### src/dupfh_pkg.sv
// ----------------------------------------------------------------------------
// dupfh_pkg
// Shared types, codes and defaults for the dual uart poll frame handler.
// ----------------------------------------------------------------------------
package dupfh_pkg;

  localparam int DEF_TIME_BUF_LEN = 16;
  localparam int DEF_CALL_BUF_LEN = 64;
  localparam int DEF_CARD_BUF_LEN = 256;

  localparam int CFG_DATA_W = 16;

  localparam logic [7:0]  STATION_ADDRESS_RST   = 8'd1;
  localparam logic [15:0] TIMEOUT_THRESHOLD_RST = 16'd1000;

  localparam logic       CFG_STATION_ADDRESS   = 1'b0;
  localparam logic       CFG_TIMEOUT_THRESHOLD = 1'b1;

  localparam logic [1:0] KIND_UPSTREAM   = 2'd0;
  localparam logic [1:0] KIND_DOWNSTREAM = 2'd1;
  localparam logic [1:0] KIND_TICK       = 2'd2;

  localparam logic [7:0] CMD_MASK    = 8'h82;
  localparam logic [7:0] CMD_PATTERN = 8'h80;
  localparam logic [7:0] CMD_POLL    = 8'h80;
  localparam logic [7:0] CMD_SYNC    = 8'h81;
  localparam logic [7:0] CMD_CALL    = 8'h84;
  localparam logic [7:0] CMD_DUMP    = 8'h85;
  localparam logic [7:0] FRAME_BEGIN = 8'hF0;
  localparam logic [7:0] FRAME_END   = 8'hFE;
  localparam logic [7:0] BROADCAST   = 8'h01;

  localparam logic [3:0] ACT_NONE       = 4'd0;
  localparam logic [3:0] ACT_SEND_REQ   = 4'd1;
  localparam logic [3:0] ACT_TIME_BYTE  = 4'd2;
  localparam logic [3:0] ACT_TIME_END   = 4'd3;
  localparam logic [3:0] ACT_CALL_BYTE  = 4'd4;
  localparam logic [3:0] ACT_CALL_END   = 4'd5;
  localparam logic [3:0] ACT_CARD_BYTE  = 4'd6;
  localparam logic [3:0] ACT_CARDS_RPT  = 4'd7;
  localparam logic [3:0] ACT_CARDS_KEEP = 4'd8;
  localparam logic [3:0] ACT_DUMP       = 4'd9;

  typedef struct packed {
    logic [3:0] action;
    logic [7:0] data_byte;
    logic [8:0] frame_count;
    logic       overflow;
  } result_t;

endpackage

### src/dupfh_stream_if.sv
// ----------------------------------------------------------------------------
// dupfh_in_if / dupfh_out_if
// Valid/ready channels for received items and for results.
// ----------------------------------------------------------------------------
interface dupfh_in_if;
  logic       valid;
  logic       ready;
  logic [1:0] kind;
  logic [7:0] rx_byte;

  modport source (output valid, output kind, output rx_byte, input ready);
  modport sink   (input valid, input kind, input rx_byte, output ready);
endinterface

interface dupfh_out_if;
  logic       valid;
  logic       ready;
  logic [3:0] action;
  logic [7:0] data_byte;
  logic [8:0] frame_count;
  logic       overflow;

  modport source (output valid, output action, output data_byte, output frame_count,
                  output overflow, input ready);
  modport sink   (input valid, input action, input data_byte, input frame_count,
                  input overflow, output ready);
endinterface

### src/dupfh_engine.sv
// ----------------------------------------------------------------------------
// dupfh_engine
// Protocol state, configuration registers and the per-item result logic.
// ----------------------------------------------------------------------------
module dupfh_engine
  import dupfh_pkg::*;
#(
  parameter int TIME_BUF_LEN = DEF_TIME_BUF_LEN,
  parameter int CALL_BUF_LEN = DEF_CALL_BUF_LEN,
  parameter int CARD_BUF_LEN = DEF_CARD_BUF_LEN
) (
  input  logic                  clk,
  input  logic                  rst,
  input  logic                  cfg_we,
  input  logic                  cfg_index,
  input  logic [CFG_DATA_W-1:0] cfg_data,
  input  logic                  accept,
  input  logic [1:0]            kind,
  input  logic [7:0]            rx_byte,
  output result_t               result
);

  localparam int TW = $clog2(TIME_BUF_LEN + 1);
  localparam int LW = $clog2(CALL_BUF_LEN + 1);
  localparam int KW = $clog2(CARD_BUF_LEN + 1);

  localparam logic [3:0] PH_IDLE      = 4'd0;
  localparam logic [3:0] PH_WAIT_ADDR = 4'd1;
  localparam logic [3:0] PH_POLLED    = 4'd2;
  localparam logic [3:0] PH_SYNC_WAIT = 4'd3;
  localparam logic [3:0] PH_SYNC_DATA = 4'd4;
  localparam logic [3:0] PH_CALL_WAIT = 4'd5;
  localparam logic [3:0] PH_CALL_DATA = 4'd6;
  localparam logic [3:0] PH_TIMEOUT   = 4'd7;
  localparam logic [3:0] PH_DUMP_ADDR = 4'd8;

  logic [7:0]    station_address;
  logic [15:0]   timeout_threshold;
  logic [3:0]    up_phase, up_phase_next;
  logic          dn_phase, dn_phase_next;
  logic [TW-1:0] time_fill, time_fill_next;
  logic [LW-1:0] call_fill, call_fill_next;
  logic [KW-1:0] card_fill, card_fill_next;
  logic          card_ovf, card_ovf_next;
  logic [15:0]   tick_count, tick_count_next;
  logic [15:0]   tick_inc;

  assign tick_inc = tick_count + 16'd1;

  always_comb begin
    up_phase_next   = up_phase;
    dn_phase_next   = dn_phase;
    time_fill_next  = time_fill;
    call_fill_next  = call_fill;
    card_fill_next  = card_fill;
    card_ovf_next   = card_ovf;
    tick_count_next = tick_count;
    result          = '0;
    case (kind)
      KIND_UPSTREAM: begin
        if ((rx_byte & CMD_MASK) == CMD_PATTERN) begin
          if (rx_byte == CMD_POLL) begin
            up_phase_next   = PH_WAIT_ADDR;
            tick_count_next = '0;
          end else if (rx_byte == CMD_SYNC) begin
            up_phase_next = PH_SYNC_WAIT;
          end else if (rx_byte == CMD_CALL) begin
            up_phase_next = PH_CALL_WAIT;
          end else if (rx_byte == CMD_DUMP) begin
            up_phase_next = PH_DUMP_ADDR;
          end
        end else begin
          unique case (up_phase)
            PH_WAIT_ADDR: begin
              if (station_address != 8'd0 && rx_byte == station_address - 8'd1) begin
                up_phase_next    = PH_POLLED;
                result.action    = ACT_SEND_REQ;
                result.data_byte = FRAME_END;
              end else begin
                up_phase_next = PH_IDLE;
              end
            end
            PH_SYNC_WAIT: begin
              if (rx_byte == BROADCAST) begin
                up_phase_next  = PH_SYNC_DATA;
                time_fill_next = '0;
              end
            end
            PH_SYNC_DATA: begin
              if (rx_byte == FRAME_END || time_fill >= TW'(TIME_BUF_LEN)) begin
                result.action      = ACT_TIME_END;
                result.frame_count = 9'(time_fill);
                up_phase_next      = PH_IDLE;
              end else begin
                time_fill_next   = time_fill + TW'(1);
                result.action    = ACT_TIME_BYTE;
                result.data_byte = rx_byte;
              end
            end
            PH_CALL_WAIT: begin
              if (rx_byte == BROADCAST) begin
                up_phase_next  = PH_CALL_DATA;
                call_fill_next = '0;
              end
            end
            PH_CALL_DATA: begin
              if (rx_byte == FRAME_END || call_fill >= LW'(CALL_BUF_LEN)) begin
                result.action      = ACT_CALL_END;
                result.frame_count = 9'(call_fill);
                up_phase_next      = PH_IDLE;
              end else begin
                call_fill_next   = call_fill + LW'(1);
                result.action    = ACT_CALL_BYTE;
                result.data_byte = rx_byte;
              end
            end
            PH_DUMP_ADDR: begin
              if (rx_byte == BROADCAST) begin
                result.action = ACT_DUMP;
                up_phase_next  = PH_IDLE;
              end
            end
            default: ;
          endcase
        end
      end
      KIND_DOWNSTREAM: begin
        if (up_phase == PH_POLLED || up_phase == PH_TIMEOUT) begin
          if (!dn_phase) begin
            if (rx_byte == FRAME_BEGIN) begin
              dn_phase_next  = 1'b1;
              card_fill_next = '0;
              card_ovf_next  = 1'b0;
            end
          end else if (rx_byte == FRAME_END) begin
            result.action      = (up_phase == PH_POLLED) ? ACT_CARDS_RPT : ACT_CARDS_KEEP;
            result.frame_count = 9'(card_fill);
            result.overflow    = card_ovf;
            up_phase_next      = PH_IDLE;
            dn_phase_next      = 1'b0;
          end else if (card_fill < KW'(CARD_BUF_LEN)) begin
            card_fill_next   = card_fill + KW'(1);
            result.action    = ACT_CARD_BYTE;
            result.data_byte = rx_byte;
          end else begin
            card_ovf_next   = 1'b1;
            result.overflow = 1'b1;
          end
        end
      end
      KIND_TICK: begin
        if (tick_inc > timeout_threshold) begin
          tick_count_next  = '0;
          up_phase_next    = PH_TIMEOUT;
          result.action    = ACT_SEND_REQ;
          result.data_byte = FRAME_END;
        end else begin
          tick_count_next = tick_inc;
        end
      end
      default: ;
    endcase
  end

  always_ff @(posedge clk) begin
    if (rst) begin
      station_address   <= STATION_ADDRESS_RST;
      timeout_threshold <= TIMEOUT_THRESHOLD_RST;
    end else if (cfg_we) begin
      unique case (cfg_index)
        CFG_STATION_ADDRESS:   station_address   <= cfg_data[7:0];
        CFG_TIMEOUT_THRESHOLD: timeout_threshold <= cfg_data[15:0];
        default: ;
      endcase
    end
  end

  always_ff @(posedge clk) begin
    if (rst) begin
      up_phase   <= PH_IDLE;
      dn_phase   <= 1'b0;
      time_fill  <= '0;
      call_fill  <= '0;
      card_fill  <= '0;
      card_ovf   <= 1'b0;
      tick_count <= '0;
    end else if (accept) begin
      up_phase   <= up_phase_next;
      dn_phase   <= dn_phase_next;
      time_fill  <= time_fill_next;
      call_fill  <= call_fill_next;
      card_fill  <= card_fill_next;
      card_ovf   <= card_ovf_next;
      tick_count <= tick_count_next;
    end
  end

endmodule

### src/dupfh_out_reg.sv
// ----------------------------------------------------------------------------
// dupfh_out_reg
// Result register; takes a new result whenever the held one leaves.
// ----------------------------------------------------------------------------
module dupfh_out_reg
  import dupfh_pkg::*;
(
  input  logic    clk,
  input  logic    rst,
  input  logic    load,
  input  result_t result_in,
  input  logic    out_ready,
  output logic    out_valid,
  output logic    can_load,
  output result_t result_out
);

  assign can_load = !out_valid || out_ready;

  always_ff @(posedge clk) begin
    if (rst) begin
      out_valid <= 1'b0;
    end else if (can_load) begin
      out_valid <= load;
    end
  end

  always_ff @(posedge clk) begin
    if (load) begin
      result_out <= result_in;
    end
  end

endmodule

### src/dual_uart_poll_frame_handler.sv
// ----------------------------------------------------------------------------
// dual_uart_poll_frame_handler
// Polling-bus and reader-link protocol engine of a card-reader station.
//
//   channel  | dir | payload                                   | transfer
//   in_ch    | in  | kind, rx_byte                             | valid & ready
//   out_ch   | out | action, data_byte, frame_count, overflow  | valid & ready
//   cfg      | in  | cfg_index, cfg_data                       | cfg_we
//
// one item accepted per cycle while in_ch.ready is high; its result appears in the
// following cycle from the result register, which is the only stage between the two channels.
// rst is synchronous: phases, fills and tick count clear, registers reload.
// in_ch.ready is low only while a result is held and out_ch.ready is low.
// ----------------------------------------------------------------------------
module dual_uart_poll_frame_handler
  import dupfh_pkg::*;
#(
  parameter int TIME_BUF_LEN = DEF_TIME_BUF_LEN,
  parameter int CALL_BUF_LEN = DEF_CALL_BUF_LEN,
  parameter int CARD_BUF_LEN = DEF_CARD_BUF_LEN
) (
  input  logic                  clk,
  input  logic                  rst,
  input  logic                  cfg_we,
  input  logic                  cfg_index,
  input  logic [CFG_DATA_W-1:0] cfg_data,
  dupfh_in_if.sink              in_ch,
  dupfh_out_if.source           out_ch
);

  logic    can_load;
  logic    in_xfer;
  result_t res_comb;
  result_t res_q;

  assign in_ch.ready = can_load;
  assign in_xfer     = in_ch.valid && can_load;

  dupfh_engine #(
    .TIME_BUF_LEN (TIME_BUF_LEN),
    .CALL_BUF_LEN (CALL_BUF_LEN),
    .CARD_BUF_LEN (CARD_BUF_LEN)
  ) u_engine (
    .clk       (clk),
    .rst       (rst),
    .cfg_we    (cfg_we),
    .cfg_index (cfg_index),
    .cfg_data  (cfg_data),
    .accept    (in_xfer),
    .kind      (in_ch.kind),
    .rx_byte   (in_ch.rx_byte),
    .result    (res_comb)
  );

  dupfh_out_reg u_out_reg (
    .clk        (clk),
    .rst        (rst),
    .load       (in_xfer),
    .result_in  (res_comb),
    .out_ready  (out_ch.ready),
    .out_valid  (out_ch.valid),
    .can_load   (can_load),
    .result_out (res_q)
  );

  assign out_ch.action      = res_q.action;
  assign out_ch.data_byte   = res_q.data_byte;
  assign out_ch.frame_count = res_q.frame_count;
  assign out_ch.overflow    = res_q.overflow;

  // every transfer in yields a result on the next cycle
  a_result_follows: assert property (@(posedge clk) disable iff (rst)
    in_xfer |=> out_ch.valid)
    else $error("result missing after input transfer");

  a_time_count: assert property (@(posedge clk) disable iff (rst)
    (out_ch.valid && out_ch.action == ACT_TIME_END) |->
      (out_ch.frame_count <= 9'(TIME_BUF_LEN)))
    else $error("time frame count beyond buffer");

  a_call_count: assert property (@(posedge clk) disable iff (rst)
    (out_ch.valid && out_ch.action == ACT_CALL_END) |->
      (out_ch.frame_count <= 9'(CALL_BUF_LEN)))
    else $error("call frame count beyond buffer");

  a_request_byte: assert property (@(posedge clk) disable iff (rst)
    (out_ch.valid && out_ch.action == ACT_SEND_REQ) |->
      (out_ch.data_byte == FRAME_END && out_ch.frame_count == 9'd0))
    else $error("downstream request with wrong payload");

endmodule
### src/flat_wrapper.sv
// flat-port wrapper written by rule: the top's interface ports become plain ports
module dual_uart_poll_frame_handler_flat import dupfh_pkg::*;
#(
  parameter int TIME_BUF_LEN = DEF_TIME_BUF_LEN,
  parameter int CALL_BUF_LEN = DEF_CALL_BUF_LEN,
  parameter int CARD_BUF_LEN = DEF_CARD_BUF_LEN
)
  (clk, rst, cfg_we, cfg_index, cfg_data, in_ch_valid, in_ch_kind, in_ch_rx_byte, in_ch_ready, out_ch_valid, out_ch_action, out_ch_data_byte, out_ch_frame_count, out_ch_overflow, out_ch_ready);
  dupfh_in_if in_ch_i ();
  dupfh_out_if out_ch_i ();
  input  logic clk;
  input  logic rst;
  input  logic cfg_we;
  input  logic cfg_index;
  input  logic [CFG_DATA_W-1:0] cfg_data;
  input wire logic [$bits(in_ch_i.valid)-1:0] in_ch_valid;
  input wire logic [$bits(in_ch_i.kind)-1:0] in_ch_kind;
  input wire logic [$bits(in_ch_i.rx_byte)-1:0] in_ch_rx_byte;
  output wire logic [$bits(in_ch_i.ready)-1:0] in_ch_ready;
  output wire logic [$bits(out_ch_i.valid)-1:0] out_ch_valid;
  output wire logic [$bits(out_ch_i.action)-1:0] out_ch_action;
  output wire logic [$bits(out_ch_i.data_byte)-1:0] out_ch_data_byte;
  output wire logic [$bits(out_ch_i.frame_count)-1:0] out_ch_frame_count;
  output wire logic [$bits(out_ch_i.overflow)-1:0] out_ch_overflow;
  input wire logic [$bits(out_ch_i.ready)-1:0] out_ch_ready;
  assign in_ch_i.valid = in_ch_valid;
  assign in_ch_i.kind = in_ch_kind;
  assign in_ch_i.rx_byte = in_ch_rx_byte;
  assign in_ch_ready = in_ch_i.ready;
  assign out_ch_valid = out_ch_i.valid;
  assign out_ch_action = out_ch_i.action;
  assign out_ch_data_byte = out_ch_i.data_byte;
  assign out_ch_frame_count = out_ch_i.frame_count;
  assign out_ch_overflow = out_ch_i.overflow;
  assign out_ch_i.ready = out_ch_ready;
  dual_uart_poll_frame_handler #(.TIME_BUF_LEN(TIME_BUF_LEN), .CALL_BUF_LEN(CALL_BUF_LEN), .CARD_BUF_LEN(CARD_BUF_LEN)) u_core (.clk(clk), .rst(rst), .cfg_we(cfg_we), .cfg_index(cfg_index), .cfg_data(cfg_data), .in_ch(in_ch_i), .out_ch(out_ch_i));
endmodule
### config.mk
export PLATFORM = sky130hd
export DESIGN_NAME = dual_uart_poll_frame_handler_flat
export DESIGN_NICKNAME = d
export VERILOG_FILES = /design/src/dupfh_pkg.sv /design/src/dupfh_stream_if.sv /design/src/dupfh_engine.sv /design/src/dupfh_out_reg.sv /design/src/dual_uart_poll_frame_handler.sv /design/src/flat_wrapper.sv
export SDC_FILE = /design/constraint.sdc
export NUM_CORES = 1
export LEC_CHECK = 0
export BUFFER_PORTS_ARGS = -buffer_cell sky130_fd_sc_hd__buf_4
export CAP_MARGIN = 30
export CORE_ASPECT_RATIO = 0.8
export CORE_MARGIN = 8
export CORE_UTILIZATION = 55
export DETAILED_ROUTE_END_ITERATION = 8
export PLACE_DENSITY = 0.75
export SLEW_MARGIN = 20
export SYNTH_ARGS = -nofsm -noshare
export SYNTH_HDL_FRONTEND = slang
export SYNTH_SLANG_ARGS = --single-unit
### constraint.sdc
create_clock -name clk -period 4.3 [get_ports clk]
set_input_delay 0.645 -clock clk [delete_from_list [all_inputs] [get_ports clk]]
set_output_delay 0.645 -clock clk [all_outputs]
set_load 0.05 [all_outputs]
Word-level counts from Yosys, hierarchy flattened
Cells that the tools add are included.
{ "totals": {"regBits": 90, "input_bits": 32, "output_inout_bits": 24, "word_cells": 150} }
{ "classes": {"addsub": 5, "order_cmp": 4, "n_eq_ne": 39, "n_mux": 62, "n_bitwise": 2, "reduce_logical": 24} }
{ "op_table": {"columns": ["op", "n"], "rows": [
  ["2-to-1 mux 4 bit", 17],
  ["2-to-1 mux 9 bit", 7],
  ["equality test 8 bit (second input constant)", 6],
  ["2-to-1 mux 16 bit", 3],
  ["2-to-1 mux 22 bit", 2],
  ["one-hot mux 12 bit (3 select lines)", 1],
  ["one-hot mux 9 bit (2 select lines)", 2],
  ["one-hot mux 16 bit (2 select lines)", 1],
  ["2-to-1 mux 8 bit", 3],
  ["!= test 2 bit (second input constant)", 12],
  ["one-hot mux 4 bit (6 select lines)", 1],
  ["one-hot mux 8 bit (3 select lines)", 1],
  ["AND reduction 6 bit", 4],
  ["2-to-1 mux 21 bit", 1],
  ["2-to-1 mux 7 bit", 3],
  ["!= test 4 bit (second input constant)", 5],
  ["adder 16 x 1 -> 16 bit (second input constant)", 1],
  ["equality test 4 x 3 -> 1 bit (second input constant)", 4],
  ["greater-than comparator 16 bit", 1],
  ["one-hot mux 4 bit (4 select lines)", 1],
  ["2-to-1 mux 5 bit", 3],
  ["one-hot mux 7 bit (2 select lines)", 1],
  ["AND reduction 13 bit", 1],
  ["one-hot mux 4 bit (3 select lines)", 1],
  ["32 further kinds", 54]
]} }

Longest topological paths before layout
{ "logic_depth": {"ltp_word": 7, "depth_mapped": 13, "mapped_depth_nobuf": 12} }

Modules after synthesis
Synthesis repeated with hierarchy kept, for this count alone.
{ "unflattened": {"hier_cells": 629, "area_unflattened_um2": 5210.0} }
{ "by_module_without_submodules": {"columns": ["module", "n_inst", "cells_each", "area_per_inst_um2", "seq_area_each_um2"], "rows": [
  ["dupfh_engine", 1, 602, 4496.8, 1341.3],
  ["dupfh_out_reg", 1, 26, 706.9, 680.7],
  ["dual_uart_poll_frame_handler", 1, 1, 6.3, 0.0]
]} }

Least setup slack after synthesis
OpenSTA, ideal clock, no wires.
{ "synth_timing": {"path_kind": "register to register", "startpoint": "reg u_core.u_engine.tick_count[2]", "endpoint": "reg u_core.u_engine.up_phase[0]", "setup_ns": 0.130, "arrival_time_ns": 3.415, "required_time_ns": 4.170, "path_slack_ns": 0.755, "stages_incl_launch_ff": 14, "path_buffers": 1, "period_less_slack_ns": 3.545, "path_cell_list": "dfxtp_1 -> and4_1 -> nand4_1 -> nor2_1 -> nand3_1 -> xnor2_1 -> ha_1 -> nand4_1 -> or4_1 -> a21o_1 -> a31o_2 -> clkbuf_1 -> a2111oi_0 -> nor3_1"} }
{ "synth_between": {"elab_chain_len": 4} }
{ "synth_lines": {"columns": ["item", "line", "rtl"], "rows": [
  ["start, declared", "dupfh_engine.sv:45", "logic [15:0] tick_count, tick_count_next;"],
  ["start signal, assigned", "dupfh_engine.sv:194", "tick_count <= tick_count_next;"],
  ["adder 16 x 1 -> 16 bit", "dupfh_engine.sv:48", "assign tick_inc = tick_count + 16'd1;"],
  ["greater-than comparator 16 bit", "dupfh_engine.sv:152", "if (tick_inc > timeout_threshold) begin"],
  ["!= test 2 bit (no source line)", null, null],
  ["AND reduction 13 bit (no source line)", null, null],
  ["end signal, assigned", "dupfh_engine.sv:188", "up_phase <= up_phase_next;"],
  ["end, declared", "dupfh_engine.sv:39", "logic [3:0] up_phase, up_phase_next;"]
]} }
No other way between the ends.
A chain may end at the register's enable or synchronous reset.

Final worst setup path
{ "layout_timing": {"startpoint": "reg u_core.u_engine.tick_count[0]", "endpoint": "reg u_core.u_engine.up_phase[0]"} }
The elaborated chain is that of the path after synthesis.

==> key figures <==
Critical path
  • WP buf/inv: 0
  • CP Cell Sequence: ha_1 > nand3_1 > nor3_1 > nand2_1 > xnor2_1 > ha_1 > nand4_1 > or4_1 > a21o_1 > a31o_2 > a2111oi_0 > nor3_1
  • Crit-path leading delay family: simple AND/OR/NAND/NOR gates
  • CP required: 4.50 ns
  • CP Data Arrival Time: 4.30 ns
  • Worst R2R Path Depth: 12
  • Critical Path Max Stage Delay: 0.60 ns
  • Critical path class: reg2reg
  • CP Max Fanout: 21
  • Setup crit start kind: flop
  • Crit end category: flop
  • CP max stage cell: or4_1
  • Stages on the worst setup path: 12

Clock tree
  • Root buffer cell: clkbuf_16
  • Worst skew pair latency: 0.35 ns
  • Longest Clk Path Bufs: 2
  • CTS H-tree depth: 3
  • Clk sink count: 90
  • CTS tree: built
  • CTS Buf Count: 9
  • Setup repair bufs after CTS: 0
  • CTS clock-pin slew for the worst setup and hold paths: 0.07 ns

Cells and area
  • Ant. Diodes: 0
  • Filler cells: 834
  • Non-filler cells, final: 814
  • Share of cells above drive strength 1: 12.8%
  • Final nets: 747
  • Register area: 2020 sq um
  • P&R area growth vs syn: 14.3%
  • Multi-input logic area: 3030 sq um

Timing
  • Final min period: 4.10 ns
  • RSZ-0062 raised after global routing: false
  • Slew Limit Fails: 0
  • Post-route clock period utilization: 95.3%
  • Sum of negative setup slack: 0 ns
  • Final hold violation count: 0
  • Slew margin rel.: 38.2%
  • Final Skew: 0.00940 ns
  • Final setup vio count: 0
  • F_max: 244 MHz
  • Least-Margin Pin Slew: 0.922 ns

Die
  • Die Wd: 126 um
  • Initial Util: 55.8%
  • Chip height: 104 um
  • Core area: 9490 sq um
  • Ports: 56
  • Die ar.: 13000 sq um
  • Row count: 32

Synthesis
  • Register area share after synthesis: 38.2%
  • Yosys reg bits: 90
  • Synth warn: 0
  • Distinct cells, synth: 58
  • Prevailing post-synth register cell: dfxtp_1
  • Async S/R FF share, synth: 0%
  • Syn_nets: 706
  • Leading area contributor after synthesis: dfxtp_1
  • Cell Area, Synth: 5300 sq um
  • Number of synthesized flops with an enable pin: 22
  • Gate Count Post-Synth: 649
  • Top cells by area, synth: dfxtp_1, edfxtp_1, a21oi_1
  • Mapped Avg Cell Area: 8.16 sq um
  • Post-synth top area share: 25.7%

Route
  • Vias/cell: 6.02
  • DRC viols: 0
  • DR WL/cell: 16.6 um
  • Total number of vias: 4904
  • Post-route ant nets: 0
  • Aggregate routed wire length: 13500 um
  • DR iter-0 viols: 435
  • Initial DRT Pass Iterations: 5

GRT
  • Global route overflow: 0
  • Largest net degree at the start of global routing: 58
  • Antenna violations before repair: 0
  • Number of global-route vias before repair: 4509
  • First-pass GRT wire length: 22300 um
  • Total global-route track usage: 20.6%

Power and ir drop
  • P per Cell Area: 316 nW/um^2
  • Maximum vdd drop: 0.245 mV
  • Lkg Pwr: 0.00225 uW

Placed design
  • Placer Congestion: 0.904
  • # port buffers: 55
  • HPWL after DPL: 9930 um
  • Placed cells: 797

Hold path
  • Hold Crit Depth: 2
  • Min-delay worst type: reg2reg

Flow run
  • Max cap viols: 0

Status
  • Run status: completed
-- per-layer routing --
layer  track usage (%)  vias to the layer above  share of wire, %
met5                 0                        -                 0
met1              28.8                     2310                49
li1                  -                     2412                 -
met2              30.8                      167                43
met3              5.02                       15               7.1
met4              5.64                        0               1.1
-- synthesized netlist by cell type, types with 3 or more instances --
| cell | n |
|---|---|
| nand2_1 | 94 |
| a21oi_1 | 71 |
| dfxtp_1 | 68 |
| nor2_1 | 46 |
| inv_1 | 30 |
| clkbuf_1 | 26 |
| nand3_1 | 26 |
| ha_1 | 25 |
| edfxtp_1 | 22 |
| xnor2_1 | 22 |
| nor3_1 | 21 |
| o21ai_0 | 19 |
| nand4_1 | 17 |
| nand2b_1 | 12 |
| nor2b_1 | 12 |
| xor2_1 | 12 |
| nand3b_1 | 10 |
| nor4_1 | 10 |
| a31oi_1 | 9 |
| or4_1 | 9 |
| and3_1 | 8 |
| or3_1 | 8 |
| and2_1 | 6 |
| a22oi_1 | 5 |
| or3b_2 | 5 |
| a2111oi_0 | 4 |
| a211oi_1 | 4 |
| mux2i_1 | 3 |
| o211ai_1 | 3 |
| o21a_1 | 3 |
-- metrics by stage --
step / util (%) / hold slack, ns / cell area [sq um] / power, uW / setup slack, ns
floorplan: - / 0.436 / 5300 / 1080 / 0.755
global placement: 60.7 / 0.446 / 5760 / 1150 / 0.456
detailed placement: 60.7 / 0.458 / 5760 / 1160 / 0.293
CTS: 63.7 / 0.467 / 6050 / 1920 / 0.253
global route: 63.8 / 0.486 / 6050 / 1980 / 0.0130
finish: 63.8 / 0.466 / 6050 / 1910 / 0.201
-- sequential cells by signal, summed over array words and instances, names as in the netlist --
signal and cells:
u_core.u_engine.up_phase 4, u_core.u_engine.dn_phase 1, u_core.u_engine.card_ovf 1, u_core.u_out_reg.result_out 22, u_core.u_engine.card_fill 9, u_core.u_engine.time_fill 5, u_core.u_out_reg.out_valid 1, u_core.u_engine.timeout_threshold 16
u_core.u_engine.tick_count 16, u_core.u_engine.call_fill 7, u_core.u_engine.station_address 8
-- cell type report --
| cell class | count | share of cell area (%) |
|---|---|---|
| timing repair buffer | 61 | 7.52 |
| sequential | 90 | 33.4 |
| multi-input combinational | 498 | 50.1 |
| inverter | 30 | 1.86 |
| clock buffer | 9 | 3.72 |
| tap | 119 | 2.46 |
| clock inverter | 7 | 0.992 |
-- repair_timing --
item	4_1_cts	5_1_grt
hold buffers	0	0
setup endpoints to repair	0	1
gates resized for setup	0	1
-- final timing paths --
path / start / to / slack, ns
setup reg to reg: u_core.u_engine.tick_count[0]$_SDFFE_PP0P_ / u_core.u_engine.up_phase[0]$_SDFFE_PP0P_ / 0.20
hold reg to reg: u_core.u_engine.timeout_threshold[13]$_SDFFE_PP0P_ / u_core.u_engine.timeout_threshold[13]$_SDFFE_PP0P_ / 0.47
setup / recovery: u_core.u_engine.tick_count[0]$_SDFFE_PP0P_ / u_core.u_engine.up_phase[0]$_SDFFE_PP0P_ / 0.20
hold / removal: u_core.u_engine.timeout_threshold[13]$_SDFFE_PP0P_ / u_core.u_engine.timeout_threshold[13]$_SDFFE_PP0P_ / 0.47
-- worst min-delay path, stage by stage (launching register included) --
cell	delay, ns
dfxtp_1	0.31
nand2_1	0.05
a21oi_1	0.05
-- cell families (layout without fill, tap and decap cells) --
kind of cell / after synthesis / after routing / synth area share, %
AND/OR/NAND/NOR: 294 / 294 / 28.4
AO/OA/AOI/OAI: 141 / 141 / 16.4
flip-flops: 90 / 90 / 38.2
buffers and inverters: 61 / 107 / 4.65
XOR/XNOR: 34 / 34 / 5.62
adder cells (fa/ha/maj): 25 / 25 / 5.91
multiplexers: 4 / 4 / 0.780
-- power breakdown --
group / internal (uW) / switching, uW
Clock: 442 / 327
Sequential: 889 / 18.9
Combinational: 85.3 / 151
-- layout by cell type (no fill, tap or decap), drive strengths merged, types with 3 or more instances in the layout --
cell type  synthesis  final
a2111oi            5      5
a211oi             4      4
a21oi             71     71
a22oi              5      5
a31oi              9      9
and2               6      6
and3               8      8
buf                5     61
clkbuf            26      9
clkinv             0      4
dfxtp             68     68
edfxtp            22     22
ha                25     25
inv               30     30
mux2i              3      3
nand2             94     94
nand2b            12     12
nand3             26     26
nand3b            10     10
nand4             17     17
nor2              46     46
nor2b             12     12
nor3              21     21
nor4              11     11
o211ai             3      3
o21a               3      3
o21ai             19     19
or3                8      8
or3b               5      5
or4               10     10
xnor2             22     22
xor2              12     12
Power figures use the tool's default switching activity.
